==> config.mk <==
export PLATFORM = sky130hd
export DESIGN_NAME = postnet_zip_barcode_encoder_core_flat
export DESIGN_NICKNAME = d
export VERILOG_FILES = /design/src/hw/rtl/pzip_pkg.sv /design/src/hw/rtl/pzip_in_if.sv /design/src/hw/rtl/pzip_out_if.sv /design/src/hw/rtl/postnet_zip_barcode_encoder_core.sv /design/src/hw/rtl/pzip_front.sv /design/src/hw/rtl/pzip_queue.sv /design/src/hw/rtl/pzip_back.sv /design/src/flat_wrapper.sv
export SDC_FILE = /design/constraint.sdc
export NUM_CORES = 1
export LEC_CHECK = 0
export ABC_AREA = 0
export BUFFER_PORTS_ARGS = -buffer_cell sky130_fd_sc_hd__buf_2
export CORE_ASPECT_RATIO = 1.75
export CORE_MARGIN = 2
export CORE_UTILIZATION = 55
export DETAILED_ROUTE_END_ITERATION = 10
export HOLD_SLACK_MARGIN = 0.1
export PLACE_DENSITY = 0.71
export SLEW_MARGIN = 20
export SYNTH_ARGS = -nofsm -noshare
export SYNTH_HDL_FRONTEND = slang
export SYNTH_SLANG_ARGS = --single-unit
==> constraint.sdc <==
create_clock -name clk_i -period 6.25 [get_ports clk_i]
set_input_delay 1.25 -clock clk_i [delete_from_list [all_inputs] [get_ports clk_i]]
set_output_delay 1.25 -clock clk_i [all_outputs]
set_load 0.01 [all_outputs]
==> src/hw/rtl/pzip_pkg.sv <==
// shared types, constants and helper functions of the postnet zip encoder
package pzip_pkg;

  localparam int unsigned ZipWidth   = 17;
  localparam int unsigned BarWidth   = 32;
  localparam int unsigned CheckWidth = 4;
  localparam int unsigned DigitWidth = 4;
  localparam int unsigned CodeWidth  = 5;
  localparam int unsigned NumDigits  = 5;
  localparam int unsigned SumWidth   = 6;

  localparam logic [ZipWidth-1:0] ZipMax = ZipWidth'(99999);

  // reciprocal of ten, exact floor for any 17-bit value
  localparam int unsigned Div10Shift = 21;
  localparam logic [17:0] Div10Mult  = 18'd209716;
  localparam int unsigned QuotWidth  = ZipWidth - 3;

  localparam int unsigned DefaultQueueDepth = 2;

  // two-of-five codes, first bar in bit 4
  localparam logic [CodeWidth-1:0] DigitCode [10] = '{
    5'b11000, 5'b00011, 5'b00101, 5'b00110, 5'b01001,
    5'b01010, 5'b01100, 5'b10001, 5'b10010, 5'b10100
  };

  // item handed from the front part to the back part
  typedef struct packed {
    logic [ZipWidth-1:0] zip;
    logic                oor;
  } item_t;

  typedef logic [NumDigits-1:0][DigitWidth-1:0] digits_t;

  // floor of v / 10 through the reciprocal
  function automatic logic [QuotWidth-1:0] div10(logic [ZipWidth-1:0] v);
    logic [ZipWidth+17:0] prod;
    prod = (ZipWidth+18)'(v) * (ZipWidth+18)'(Div10Mult);
    return prod[Div10Shift +: QuotWidth];
  endfunction

  // bar code of one digit, codes above nine wrap mod ten
  function automatic logic [CodeWidth-1:0] digit_code(logic [DigitWidth-1:0] d);
    logic [DigitWidth-1:0] idx;
    idx = (d >= DigitWidth'(10)) ? (d - DigitWidth'(10)) : d;
    return DigitCode[idx];
  endfunction

  // ten minus sum mod ten, with ten folded to zero
  function automatic logic [CheckWidth-1:0] check_of(logic [SumWidth-1:0] s);
    logic [SumWidth-1:0] r;
    r = s;
    if (r >= SumWidth'(40)) begin
      r = r - SumWidth'(40);
    end else if (r >= SumWidth'(30)) begin
      r = r - SumWidth'(30);
    end else if (r >= SumWidth'(20)) begin
      r = r - SumWidth'(20);
    end else if (r >= SumWidth'(10)) begin
      r = r - SumWidth'(10);
    end
    return (r == '0) ? '0 : CheckWidth'(SumWidth'(10) - r);
  endfunction

endpackage

==> src/hw/rtl/pzip_in_if.sv <==
// input channel carrying one zip code word
interface pzip_in_if;
  logic                          valid;
  logic                          ready;
  logic [pzip_pkg::ZipWidth-1:0] zip_code;

  modport source (output valid, output zip_code, input ready);
  modport sink   (input valid, input zip_code, output ready);
endinterface

==> src/hw/rtl/pzip_out_if.sv <==
// output channel carrying one bar pattern word
interface pzip_out_if;
  logic                            valid;
  logic                            ready;
  logic [pzip_pkg::BarWidth-1:0]   bar_pattern;
  logic [pzip_pkg::CheckWidth-1:0] check_digit;
  logic                            out_of_range;

  modport source (output valid, output bar_pattern, output check_digit,
                  output out_of_range, input ready);
  modport sink   (input valid, input bar_pattern, input check_digit,
                  input out_of_range, output ready);
endinterface

==> src/hw/rtl/postnet_zip_barcode_encoder_core.sv <==
// An accepted zip word passes through the front register, the queue, five digit
// split stages and the output register before its bar word is valid.
// Throughput: one word per cycle, set by the back pipeline that advances as a
// whole whenever the output is free.
// Reset clears only valid flags, queue pointers and fill count; no clearing pass.
module postnet_zip_barcode_encoder_core #(
  parameter int unsigned QueueDepth = pzip_pkg::DefaultQueueDepth
) (
  input  logic       clk_i,
  input  logic       rst_ni,
  pzip_in_if.sink    zip_i,
  pzip_out_if.source bar_o
);

  logic            fr_valid, fr_ready;
  pzip_pkg::item_t fr_item;
  logic            bk_valid, bk_ready;
  pzip_pkg::item_t bk_item;

  // accept and classify
  pzip_front u_front (
    .clk_i        (clk_i),
    .rst_ni       (rst_ni),
    .in_i         (zip_i),
    .item_valid_o (fr_valid),
    .item_ready_i (fr_ready),
    .item_o       (fr_item)
  );

  // decoupling queue
  pzip_queue #(
    .Depth (QueueDepth)
  ) u_queue (
    .clk_i        (clk_i),
    .rst_ni       (rst_ni),
    .push_valid_i (fr_valid),
    .push_ready_o (fr_ready),
    .push_item_i  (fr_item),
    .pop_valid_o  (bk_valid),
    .pop_ready_i  (bk_ready),
    .pop_item_o   (bk_item)
  );

  // digit split and bar assembly
  pzip_back u_back (
    .clk_i        (clk_i),
    .rst_ni       (rst_ni),
    .item_valid_i (bk_valid),
    .item_ready_o (bk_ready),
    .item_i       (bk_item),
    .out_o        (bar_o)
  );

endmodule

==> src/hw/rtl/pzip_front.sv <==
// front part: accepts zip words and flags out of range values
module pzip_front (
  input  logic             clk_i,
  input  logic             rst_ni,
  pzip_in_if.sink          in_i,
  output logic             item_valid_o,
  input  logic             item_ready_i,
  output pzip_pkg::item_t  item_o
);

  logic            valid_q, valid_d;
  pzip_pkg::item_t item_q, item_d;
  logic            load;

  // accept when the holding register is empty or drains this cycle
  assign in_i.ready = !valid_q || item_ready_i;
  assign load       = in_i.valid && in_i.ready;

  // classify the incoming word
  always_comb begin
    item_d     = item_q;
    valid_d    = valid_q;
    if (load) begin
      item_d.zip = in_i.zip_code;
      item_d.oor = (in_i.zip_code > pzip_pkg::ZipMax);
      valid_d    = 1'b1;
    end else if (item_ready_i) begin
      valid_d    = 1'b0;
    end
  end

  // valid flag
  always_ff @(posedge clk_i or negedge rst_ni) begin
    if (!rst_ni) begin
      valid_q <= 1'b0;
    end else begin
      valid_q <= valid_d;
    end
  end

  // payload
  always_ff @(posedge clk_i) begin
    item_q <= item_d;
  end

  assign item_valid_o = valid_q;
  assign item_o       = item_q;

endmodule

==> src/hw/rtl/pzip_queue.sv <==
// short queue between the front and back parts
module pzip_queue #(
  parameter int unsigned Depth = pzip_pkg::DefaultQueueDepth
) (
  input  logic             clk_i,
  input  logic             rst_ni,
  input  logic             push_valid_i,
  output logic             push_ready_o,
  input  pzip_pkg::item_t  push_item_i,
  output logic             pop_valid_o,
  input  logic             pop_ready_i,
  output pzip_pkg::item_t  pop_item_o
);

  localparam int unsigned PtrW = (Depth > 1) ? $clog2(Depth) : 1;
  localparam int unsigned CntW = $clog2(Depth + 1);

  pzip_pkg::item_t mem_q [Depth];
  logic [PtrW-1:0] wr_ptr_q, wr_ptr_d;
  logic [PtrW-1:0] rd_ptr_q, rd_ptr_d;
  logic [CntW-1:0] count_q, count_d;
  logic            push, pop;

  assign push_ready_o = (count_q != CntW'(Depth));
  assign pop_valid_o  = (count_q != '0);
  assign push         = push_valid_i && push_ready_o;
  assign pop          = pop_ready_i && pop_valid_o;
  assign pop_item_o   = mem_q[rd_ptr_q];

  // pointer and fill count update
  always_comb begin
    wr_ptr_d = wr_ptr_q;
    rd_ptr_d = rd_ptr_q;
    count_d  = count_q;
    if (push) begin
      wr_ptr_d = (wr_ptr_q == PtrW'(Depth - 1)) ? '0 : wr_ptr_q + 1'b1;
    end
    if (pop) begin
      rd_ptr_d = (rd_ptr_q == PtrW'(Depth - 1)) ? '0 : rd_ptr_q + 1'b1;
    end
    if (push && !pop) begin
      count_d = count_q + 1'b1;
    end else if (pop && !push) begin
      count_d = count_q - 1'b1;
    end
  end

  always_ff @(posedge clk_i or negedge rst_ni) begin
    if (!rst_ni) begin
      wr_ptr_q <= '0;
      rd_ptr_q <= '0;
      count_q  <= '0;
    end else begin
      wr_ptr_q <= wr_ptr_d;
      rd_ptr_q <= rd_ptr_d;
      count_q  <= count_d;
    end
  end

  // storage
  always_ff @(posedge clk_i) begin
    if (push) begin
      mem_q[wr_ptr_q] <= push_item_i;
    end
  end

endmodule

==> src/hw/rtl/pzip_back.sv <==
// back part: digit split pipeline, check digit and bar assembly
module pzip_back (
  input  logic             clk_i,
  input  logic             rst_ni,
  input  logic             item_valid_i,
  output logic             item_ready_o,
  input  pzip_pkg::item_t  item_i,
  pzip_out_if.source       out_o
);

  localparam int unsigned N  = pzip_pkg::NumDigits;
  localparam int unsigned ZW = pzip_pkg::ZipWidth;
  localparam int unsigned DW = pzip_pkg::DigitWidth;

  logic                  en;
  logic                  st_valid_q [N];
  logic [ZW-1:0]         st_val_q  [N];
  logic                  st_oor_q  [N];
  pzip_pkg::digits_t     st_dig_q  [N];

  logic [ZW-1:0]         src_val   [N];
  logic                  src_oor   [N];
  logic                  src_valid [N];
  pzip_pkg::digits_t     src_dig   [N];

  logic                  out_valid_q;
  logic [pzip_pkg::BarWidth-1:0]   bar_q, bar_d;
  logic [pzip_pkg::CheckWidth-1:0] chk_q, chk_d;
  logic                  oor_q;

  // whole pipeline advances unless the output word is stalled
  assign en           = !out_valid_q || out_o.ready;
  assign item_ready_o = en;

  // stage inputs: queue head for the first, previous stage otherwise
  always_comb begin
    for (int k = 0; k < N; k++) begin
      if (k == 0) begin
        src_val[k]   = item_i.zip;
        src_oor[k]   = item_i.oor;
        src_valid[k] = item_valid_i;
        src_dig[k]   = '0;
      end else begin
        src_val[k]   = st_val_q[k-1];
        src_oor[k]   = st_oor_q[k-1];
        src_valid[k] = st_valid_q[k-1];
        src_dig[k]   = st_dig_q[k-1];
      end
    end
  end

  // one digit per stage, least significant first
  for (genvar k = 0; k < N; k++) begin : g_stage
    logic [pzip_pkg::QuotWidth-1:0] quot;
    logic [ZW-1:0]                  rem;
    pzip_pkg::digits_t              dig_d;

    always_comb begin
      quot  = pzip_pkg::div10(src_val[k]);
      rem   = src_val[k] - ((ZW'(quot) << 3) + (ZW'(quot) << 1));
      dig_d = src_dig[k];
      dig_d[N-1-k] = rem[DW-1:0];
    end

    always_ff @(posedge clk_i or negedge rst_ni) begin
      if (!rst_ni) begin
        st_valid_q[k] <= 1'b0;
      end else if (en) begin
        st_valid_q[k] <= src_valid[k];
      end
    end

    always_ff @(posedge clk_i) begin
      if (en) begin
        st_val_q[k] <= ZW'(quot);
        st_oor_q[k] <= src_oor[k];
        st_dig_q[k] <= dig_d;
      end
    end
  end

  // check digit and bar frame from the full digit set
  always_comb begin
    logic [pzip_pkg::SumWidth-1:0]   sum;
    logic [pzip_pkg::CheckWidth-1:0] chk;
    logic [pzip_pkg::BarWidth-1:0]   pat;
    sum = '0;
    for (int i = 0; i < N; i++) begin
      sum = sum + pzip_pkg::SumWidth'(st_dig_q[N-1][i]);
    end
    chk = pzip_pkg::check_of(sum);
    pat = {1'b1,
           pzip_pkg::digit_code(st_dig_q[N-1][0]),
           pzip_pkg::digit_code(st_dig_q[N-1][1]),
           pzip_pkg::digit_code(st_dig_q[N-1][2]),
           pzip_pkg::digit_code(st_dig_q[N-1][3]),
           pzip_pkg::digit_code(st_dig_q[N-1][4]),
           pzip_pkg::digit_code(chk),
           1'b1};
    if (st_oor_q[N-1]) begin
      bar_d = '0;
      chk_d = '0;
    end else begin
      bar_d = pat;
      chk_d = chk;
    end
  end

  // output register
  always_ff @(posedge clk_i or negedge rst_ni) begin
    if (!rst_ni) begin
      out_valid_q <= 1'b0;
    end else if (en) begin
      out_valid_q <= st_valid_q[N-1];
    end
  end

  always_ff @(posedge clk_i) begin
    if (en) begin
      bar_q <= bar_d;
      chk_q <= chk_d;
      oor_q <= st_oor_q[N-1];
    end
  end

  assign out_o.valid        = out_valid_q;
  assign out_o.bar_pattern  = bar_q;
  assign out_o.check_digit  = chk_q;
  assign out_o.out_of_range = oor_q;

endmodule

==> src/flat_wrapper.sv <==
// flat-port wrapper written by rule: the top's interface ports become plain ports
module postnet_zip_barcode_encoder_core_flat 
#(
  parameter int unsigned QueueDepth = pzip_pkg::DefaultQueueDepth
)
  (clk_i, rst_ni, zip_i_valid, zip_i_zip_code, zip_i_ready, bar_o_valid, bar_o_bar_pattern, bar_o_check_digit, bar_o_out_of_range, bar_o_ready);
  pzip_in_if zip_i_i ();
  pzip_out_if bar_o_i ();
  input  logic clk_i;
  input  logic rst_ni;
  input wire logic [$bits(zip_i_i.valid)-1:0] zip_i_valid;
  input wire logic [$bits(zip_i_i.zip_code)-1:0] zip_i_zip_code;
  output wire logic [$bits(zip_i_i.ready)-1:0] zip_i_ready;
  output wire logic [$bits(bar_o_i.valid)-1:0] bar_o_valid;
  output wire logic [$bits(bar_o_i.bar_pattern)-1:0] bar_o_bar_pattern;
  output wire logic [$bits(bar_o_i.check_digit)-1:0] bar_o_check_digit;
  output wire logic [$bits(bar_o_i.out_of_range)-1:0] bar_o_out_of_range;
  input wire logic [$bits(bar_o_i.ready)-1:0] bar_o_ready;
  assign zip_i_i.valid = zip_i_valid;
  assign zip_i_i.zip_code = zip_i_zip_code;
  assign zip_i_ready = zip_i_i.ready;
  assign bar_o_valid = bar_o_i.valid;
  assign bar_o_bar_pattern = bar_o_i.bar_pattern;
  assign bar_o_check_digit = bar_o_i.check_digit;
  assign bar_o_out_of_range = bar_o_i.out_of_range;
  assign bar_o_i.ready = bar_o_ready;
  postnet_zip_barcode_encoder_core #(.QueueDepth(QueueDepth)) u_core (.clk_i(clk_i), .rst_ni(rst_ni), .zip_i(zip_i_i), .bar_o(bar_o_i));
endmodule
After elaboration in Yosys (flattened, before gate mapping)
Memory sizes are Yosys's and may differ from the RTL's.
Cells that the tools add are included.
- $add $sub $neg: 29
- multipliers: 5
- $lt $le $gt $ge: 17
- eq/ne operators: 1
- multiplexer cells: 34
- bitwise gates (word level): 6
- reductions and logical operators: 15
- operators with widths (kind ; count):
    17-bit by 16-bit multiplier with 33-bit output, second input constant ; 5
    5-bit two-way mux ; 12
    32-bit two-way mux ; 1
    5-bit >= comparator, second input constant ; 6
    4-bit NOT with 5-bit output ; 6
    4-bit two-way mux ; 7
    4-bit >= comparator, second input constant ; 6
    6-bit two-way mux ; 4
    4-bit subtractor, second input constant ; 6
    4-bit adder ; 5
    4-bit subtractor ; 5
    17-bit greater-than comparator, second input constant ; 1
    6-bit by 4-bit adder with 6-bit output ; 2
    6-bit by 5-bit >= comparator with 1-bit output, second input constant ; 2
    6-bit by 5-bit subtractor with 6-bit output, second input constant ; 2
    1-bit two-way mux ; 8
    5-bit by 4-bit adder with 6-bit output ; 1
    6-bit by 4-bit >= comparator with 1-bit output, second input constant ; 1
    6-bit >= comparator, second input constant ; 1
    6-bit zero test ; 1
    2-bit nonzero test ; 3
    6-bit by 4-bit subtractor with 6-bit output, second input constant ; 1
    6-bit subtractor, second input constant ; 1
    4-bit by 4-bit adder with 5-bit output ; 1
    9 further kinds ; 19
- bits in registers: 66
- bits in writable memories: 211
- memory bits (read-only): 480
- bits of input ports: 21
- word-level logic and storage cells: 133
- memories kept: 10
- memories (memory ; words ; width ; rd ports ; clocked after Yosys merged registers in ; wr ports ; RTL line ; text):
    u_core.u_back.st_dig_q ; 5 ; 20 ; 5 ; 0 ; 5 ; pzip_back.sv:19 ; pzip_pkg::digits_t st_dig_q [N];
    (no name shown) ; 16 ; 5 ; 1 ; 0 ; 0 ; pzip_pkg.sv:46 ; return DigitCode[idx];
    (no name shown) ; 16 ; 5 ; 1 ; 0 ; 0 ; pzip_pkg.sv:46 ;
    (no name shown) ; 16 ; 5 ; 1 ; 0 ; 0 ; pzip_pkg.sv:46 ;
    (no name shown) ; 16 ; 5 ; 1 ; 0 ; 0 ; pzip_pkg.sv:46 ;
    (no name shown) ; 16 ; 5 ; 1 ; 0 ; 0 ; pzip_pkg.sv:46 ;
    +4 memories ; n/a ; n/a ; n/a ; n/a ; n/a ; n/a ;

Depth between registers and ports, before layout
An unclocked memory read counts as a cell.
- word-level depth: 19
- mapped depth: 30

Cells and area by module
From an unflattened synthesis, not the netlist that was laid out.
- cell total of the unflattened synthesis: 2639
- area total of the unflattened synthesis: 29478.3 µm²
- by module, submodules not included (module ; instances ; cells each ; area each (µm²)):
    pzip_back ; 1 ; 2538 ; 27321.2
    pzip_queue ; 1 ; 74 ; 1542.7
    pzip_front ; 1 ; 27 ; 614.3

Worst setup path before layout
OpenSTA, ideal clock, no wires.
- path type: register -> register
- start: reg u_core.u_queue.rd_ptr_q
- end: mem u_core.u_back.st_dig_q[0][19] (netlist bit), data pin
- library setup time: 263 ps
- arrival: 6329 ps
- required time: 5987 ps
- setup slack: -342 ps
- stages on the path, launching flop included: 28
- path buffers: 2
- period minus slack after synthesis: 6592 ps
- cell sequence: dfrtp_1 -> clkbuf_1 -> clkbuf_1 -> mux2_2 -> ha_1 -> ha_1 -> inv_1 -> fa_1 -> inv_1 -> fa_1 -> inv_1 -> fa_1 -> fa_1 -> inv_1 -> ha_1 -> o21a_1 -> o21a_1 -> nor2b_1 -> o21ai_0 -> nand2_1 -> o21a_1 -> o21a_1 -> nor2_1 -> ha_1 -> nand2_1 -> nand2_1 -> xnor3_1 -> xor2_1
- RTL lines (item ; RTL line ; text):
    start: declaration ; pzip_queue.sv:20 ; logic [PtrW-1:0] rd_ptr_q, rd_ptr_d;
    start signal: assignment ; pzip_queue.sv:55 ; rd_ptr_q <= rd_ptr_d;
    end: declaration ; pzip_back.sv:19 ;

==> results.toml <==
[setup_path]
crit_buf_inv = 5
cp-end-kind = "flip-flop"
cp_max_fo = 8
critical_path_class = "reg -> reg"
crit_required_ns = 6.53
crit_family = "adder cells"
startpoint_type = "flip-flop"
reg2reg_slack_ns = 0.05
arrival_ns = 6.48
critPathSlowestCell = "fa_1"
critPathMaxStageDelay_ns = 0.53

[logic_synthesis]
synthTopCellsByArea = "ha_1, fa_1, edfxtp_1, inv_1, xnor2_1"
synth_ff_type = "edfxtp_1"
synth-adder-area-share_pct = 53.4
synth_xor_area_share_pct = 2.79
async_flop_share_pct = 4.95
yosys_warnings = 0
synth_compound_area_share_pct = 6.30
synth_top_cell_by_area = "ha_1"
syn_area_mm2 = 0.0294
synth_top_family_by_area = "adder cells"
ys_seq_area_share_pct = 22.5
netlist-cell-type-count = 71
yosys_register_bits = 222
synthSimpleGateAreaFrac_pct = 4.22
synth_cells = 2656
syn_area_per_cell_um2 = 11.1
synth_nets = 3715
yosys-mux-area-fraction_pct = 0.979
synth_top_area_share_pct = 28.8
synth_edf_count = 211

[clock_tree]
cts_hold_buf = 0
clk_pin_slew_ns = 0.07
numCtsBuffers = 22
insertion_delay_ns = 0.55
cts_sinks = 222
cts.path.max_buffers = 3
clockRootBuffer = "clkbuf_16"
htreeDepth = 1
cts_tree = "done"

[floorplan]
die_x_um = 179
initial_utilization_pct = 55.3
rows = 112
pin_count = 60
die_y_um = 310
fp.coreArea_mm2 = 0.0531
die-area_mm2 = 0.0554

[place]
pre_cts_slack_ns = -0.203
portBuffers = 59
gp_congestion = 0.988
dp_hpwl_um = 58500

[timing]
hold_viol = 0
grt_setup_unrepaired = "true"
fin_worst_skew_ns = 0.0231
maxSlewHeadroom_pct = 42.0
hold_slack_ns = 0.411
finalSetupViolations = 0
fin_setup_tns_ns = 0
timing.fmax_ghz = 0.161
setup_slack_ns = 0.0468
period_share_pct = 99.3
report.final.slew_viol_count = 0
min_period_ns = 6.20
tightest_slew_ns = 0.870

[drt]
via_count = 19300
drt-pass1-iter-count = 5
ant_nets = 0
routedWlPerCell_um = 18.7
drc = 0
drtIter0Drc = 665
routed_wl_um = 67500
routed_via_density = 5.36

[global_route]
grtUsageTotal_pct = 25.5
grt_pass1_wl_um = 108000
grt_pass1_vias = 21800
antenna_found_initial = 1
grt_max_degree = 82
grt_overflow = 0

[status]
status = "completed"

[layout]
finish.net_count = 3957
final_cell_mix = "inv_1, ha_1, fa_1, edfxtp_1, buf_4"
final_common_cell = "inv_1"
fin_util_pct = 62.4
area_growth_pct = 12.7
drive_gt1_share_pct = 13.0

[job]
drv_cap = 0

[min_path]
worstHoldPathType = "reg -> reg"
==> state kept, by name, indices dropped and copies added (netlist names), 2 cells and up <==
| signal | cells |
|---|---|
| u_core.u_back.st_dig_q | 60 |
| u_core.u_back.st_val_q | 56 |
| u_core.u_queue.mem_q | 36 |
| u_core.u_back.out_o.bar_pattern | 31 |
| u_core.u_front.item_o | 18 |
| u_core.u_back.st_oor_q | 5 |
| u_core.u_back.out_o.check_digit | 4 |
| u_core.u_back.src_valid | 4 |
| u_core.u_queue.count_q | 2 |
==> layer usage <==
| metal | global-route usage [%] | up-vias | wire (µm) |
|---|---|---|---|
| met3 | 2.08 | 229 | 1460 |
| met4 | 16.9 | 0 | 5210 |
| li1 | - | 9133 | - |
| met5 | 0 | - | 0 |
| met2 | 51.2 | 344 | 38800 |
| met1 | 23.6 | 9578 | 22000 |
==> final timing paths <==
check	from	to	depth (start not counted)
worst max-delay path	u_core.u_queue.rd_ptr_q	u_core.u_back.st_dig_q[0][19]	26
worst min-delay path	u_core.u_back.st_dig_q[0][71]	u_core.u_back.st_dig_q[0][91]	0
worst max register to register	u_core.u_queue.rd_ptr_q	u_core.u_back.st_dig_q[0][19]	26
worst min register to register	u_core.u_back.st_dig_q[0][71]	u_core.u_back.st_dig_q[0][91]	0
max in group asynchronous	rst_ni	u_core.u_queue.rd_ptr_q	1
min in group asynchronous	rst_ni	u_core.u_queue.count_q[1]	1
==> metrics by stage <==
step | instances | instance area, µm²
after floorplan | 2656 | 29400
after global placement | 3514 | 31400
after detailed placement | 3514 | 31400
after CTS | 3557 | 32300
after global routing | 3599 | 33100
final | 3599 | 33100
==> cell usage after synthesis, drive strengths merged, types with 23 or more instances <==
master / number
o21a: 23
nand2: 58
a211oi: 26
fa: 361
ha: 677
nor3: 29
a21oi: 75
inv: 754
a21o: 30
edfxtp: 211
nor2: 60
o21ai: 37
xnor2: 64
==> worst register-to-register path, cell delays in order, from the launching register on <==
cell and delay (ns):
dfrtp_2 0.46, buf_12 0.17, mux2_4 0.33, ha_4 0.26, ha_4 0.26, inv_2 0.03, fa_1 0.52, inv_2 0.05
fa_1 0.53, inv_1 0.05, fa_1 0.45, fa_1 0.50, inv_1 0.05, ha_1 0.27, o21a_1 0.11, o21a_1 0.20
nor2b_1 0.14, o21ai_1 0.19, nand2_2 0.11, o21a_1 0.22, o21a_1 0.23, nor2_4 0.14, ha_4 0.21, nand2_1 0.05
nand2_1 0.05, xnor3_1 0.20, xor2_1 0.15
==> area by class of cell <==
| cell class | count | area, µm² |
|---|---|---|
| Multi-Input combinational cell | 1671 | 20500 |
| Fill cell | 4261 | 20000 |
| Sequential cell | 222 | 6610 |
| Inverter | 754 | 2840 |
| Timing Repair Buffer | 227 | 1610 |
| Tap cell | 684 | 856 |
| Clock buffer | 22 | 551 |
| Clock inverter | 18 | 155 |
| Antenna cell | 1 | 2.50 |
==> cell families (layout without fill, tap and decap cells) <==
family,Yosys count,after routing
adders and majority gates,1038,1038
buffers and inverters,763,1021
AOI/OAI and AO/OA,268,268
and+or+nand+nor,249,249
DFF,222,222
xor gates and xnor gates,89,89
muxes,27,27
other,0,1
==> what timing repair did <==
action                     4_1_cts  5_1_grt
cloned                           1        0
pin swaps                        6       27
setup endpoints to repair       17       32
setup buffers                    2       41
gates resized for setup         28       93
Power is not shown: default switching activity piles up to over one toggle a cycle in this logic, so the estimate is an artifact.
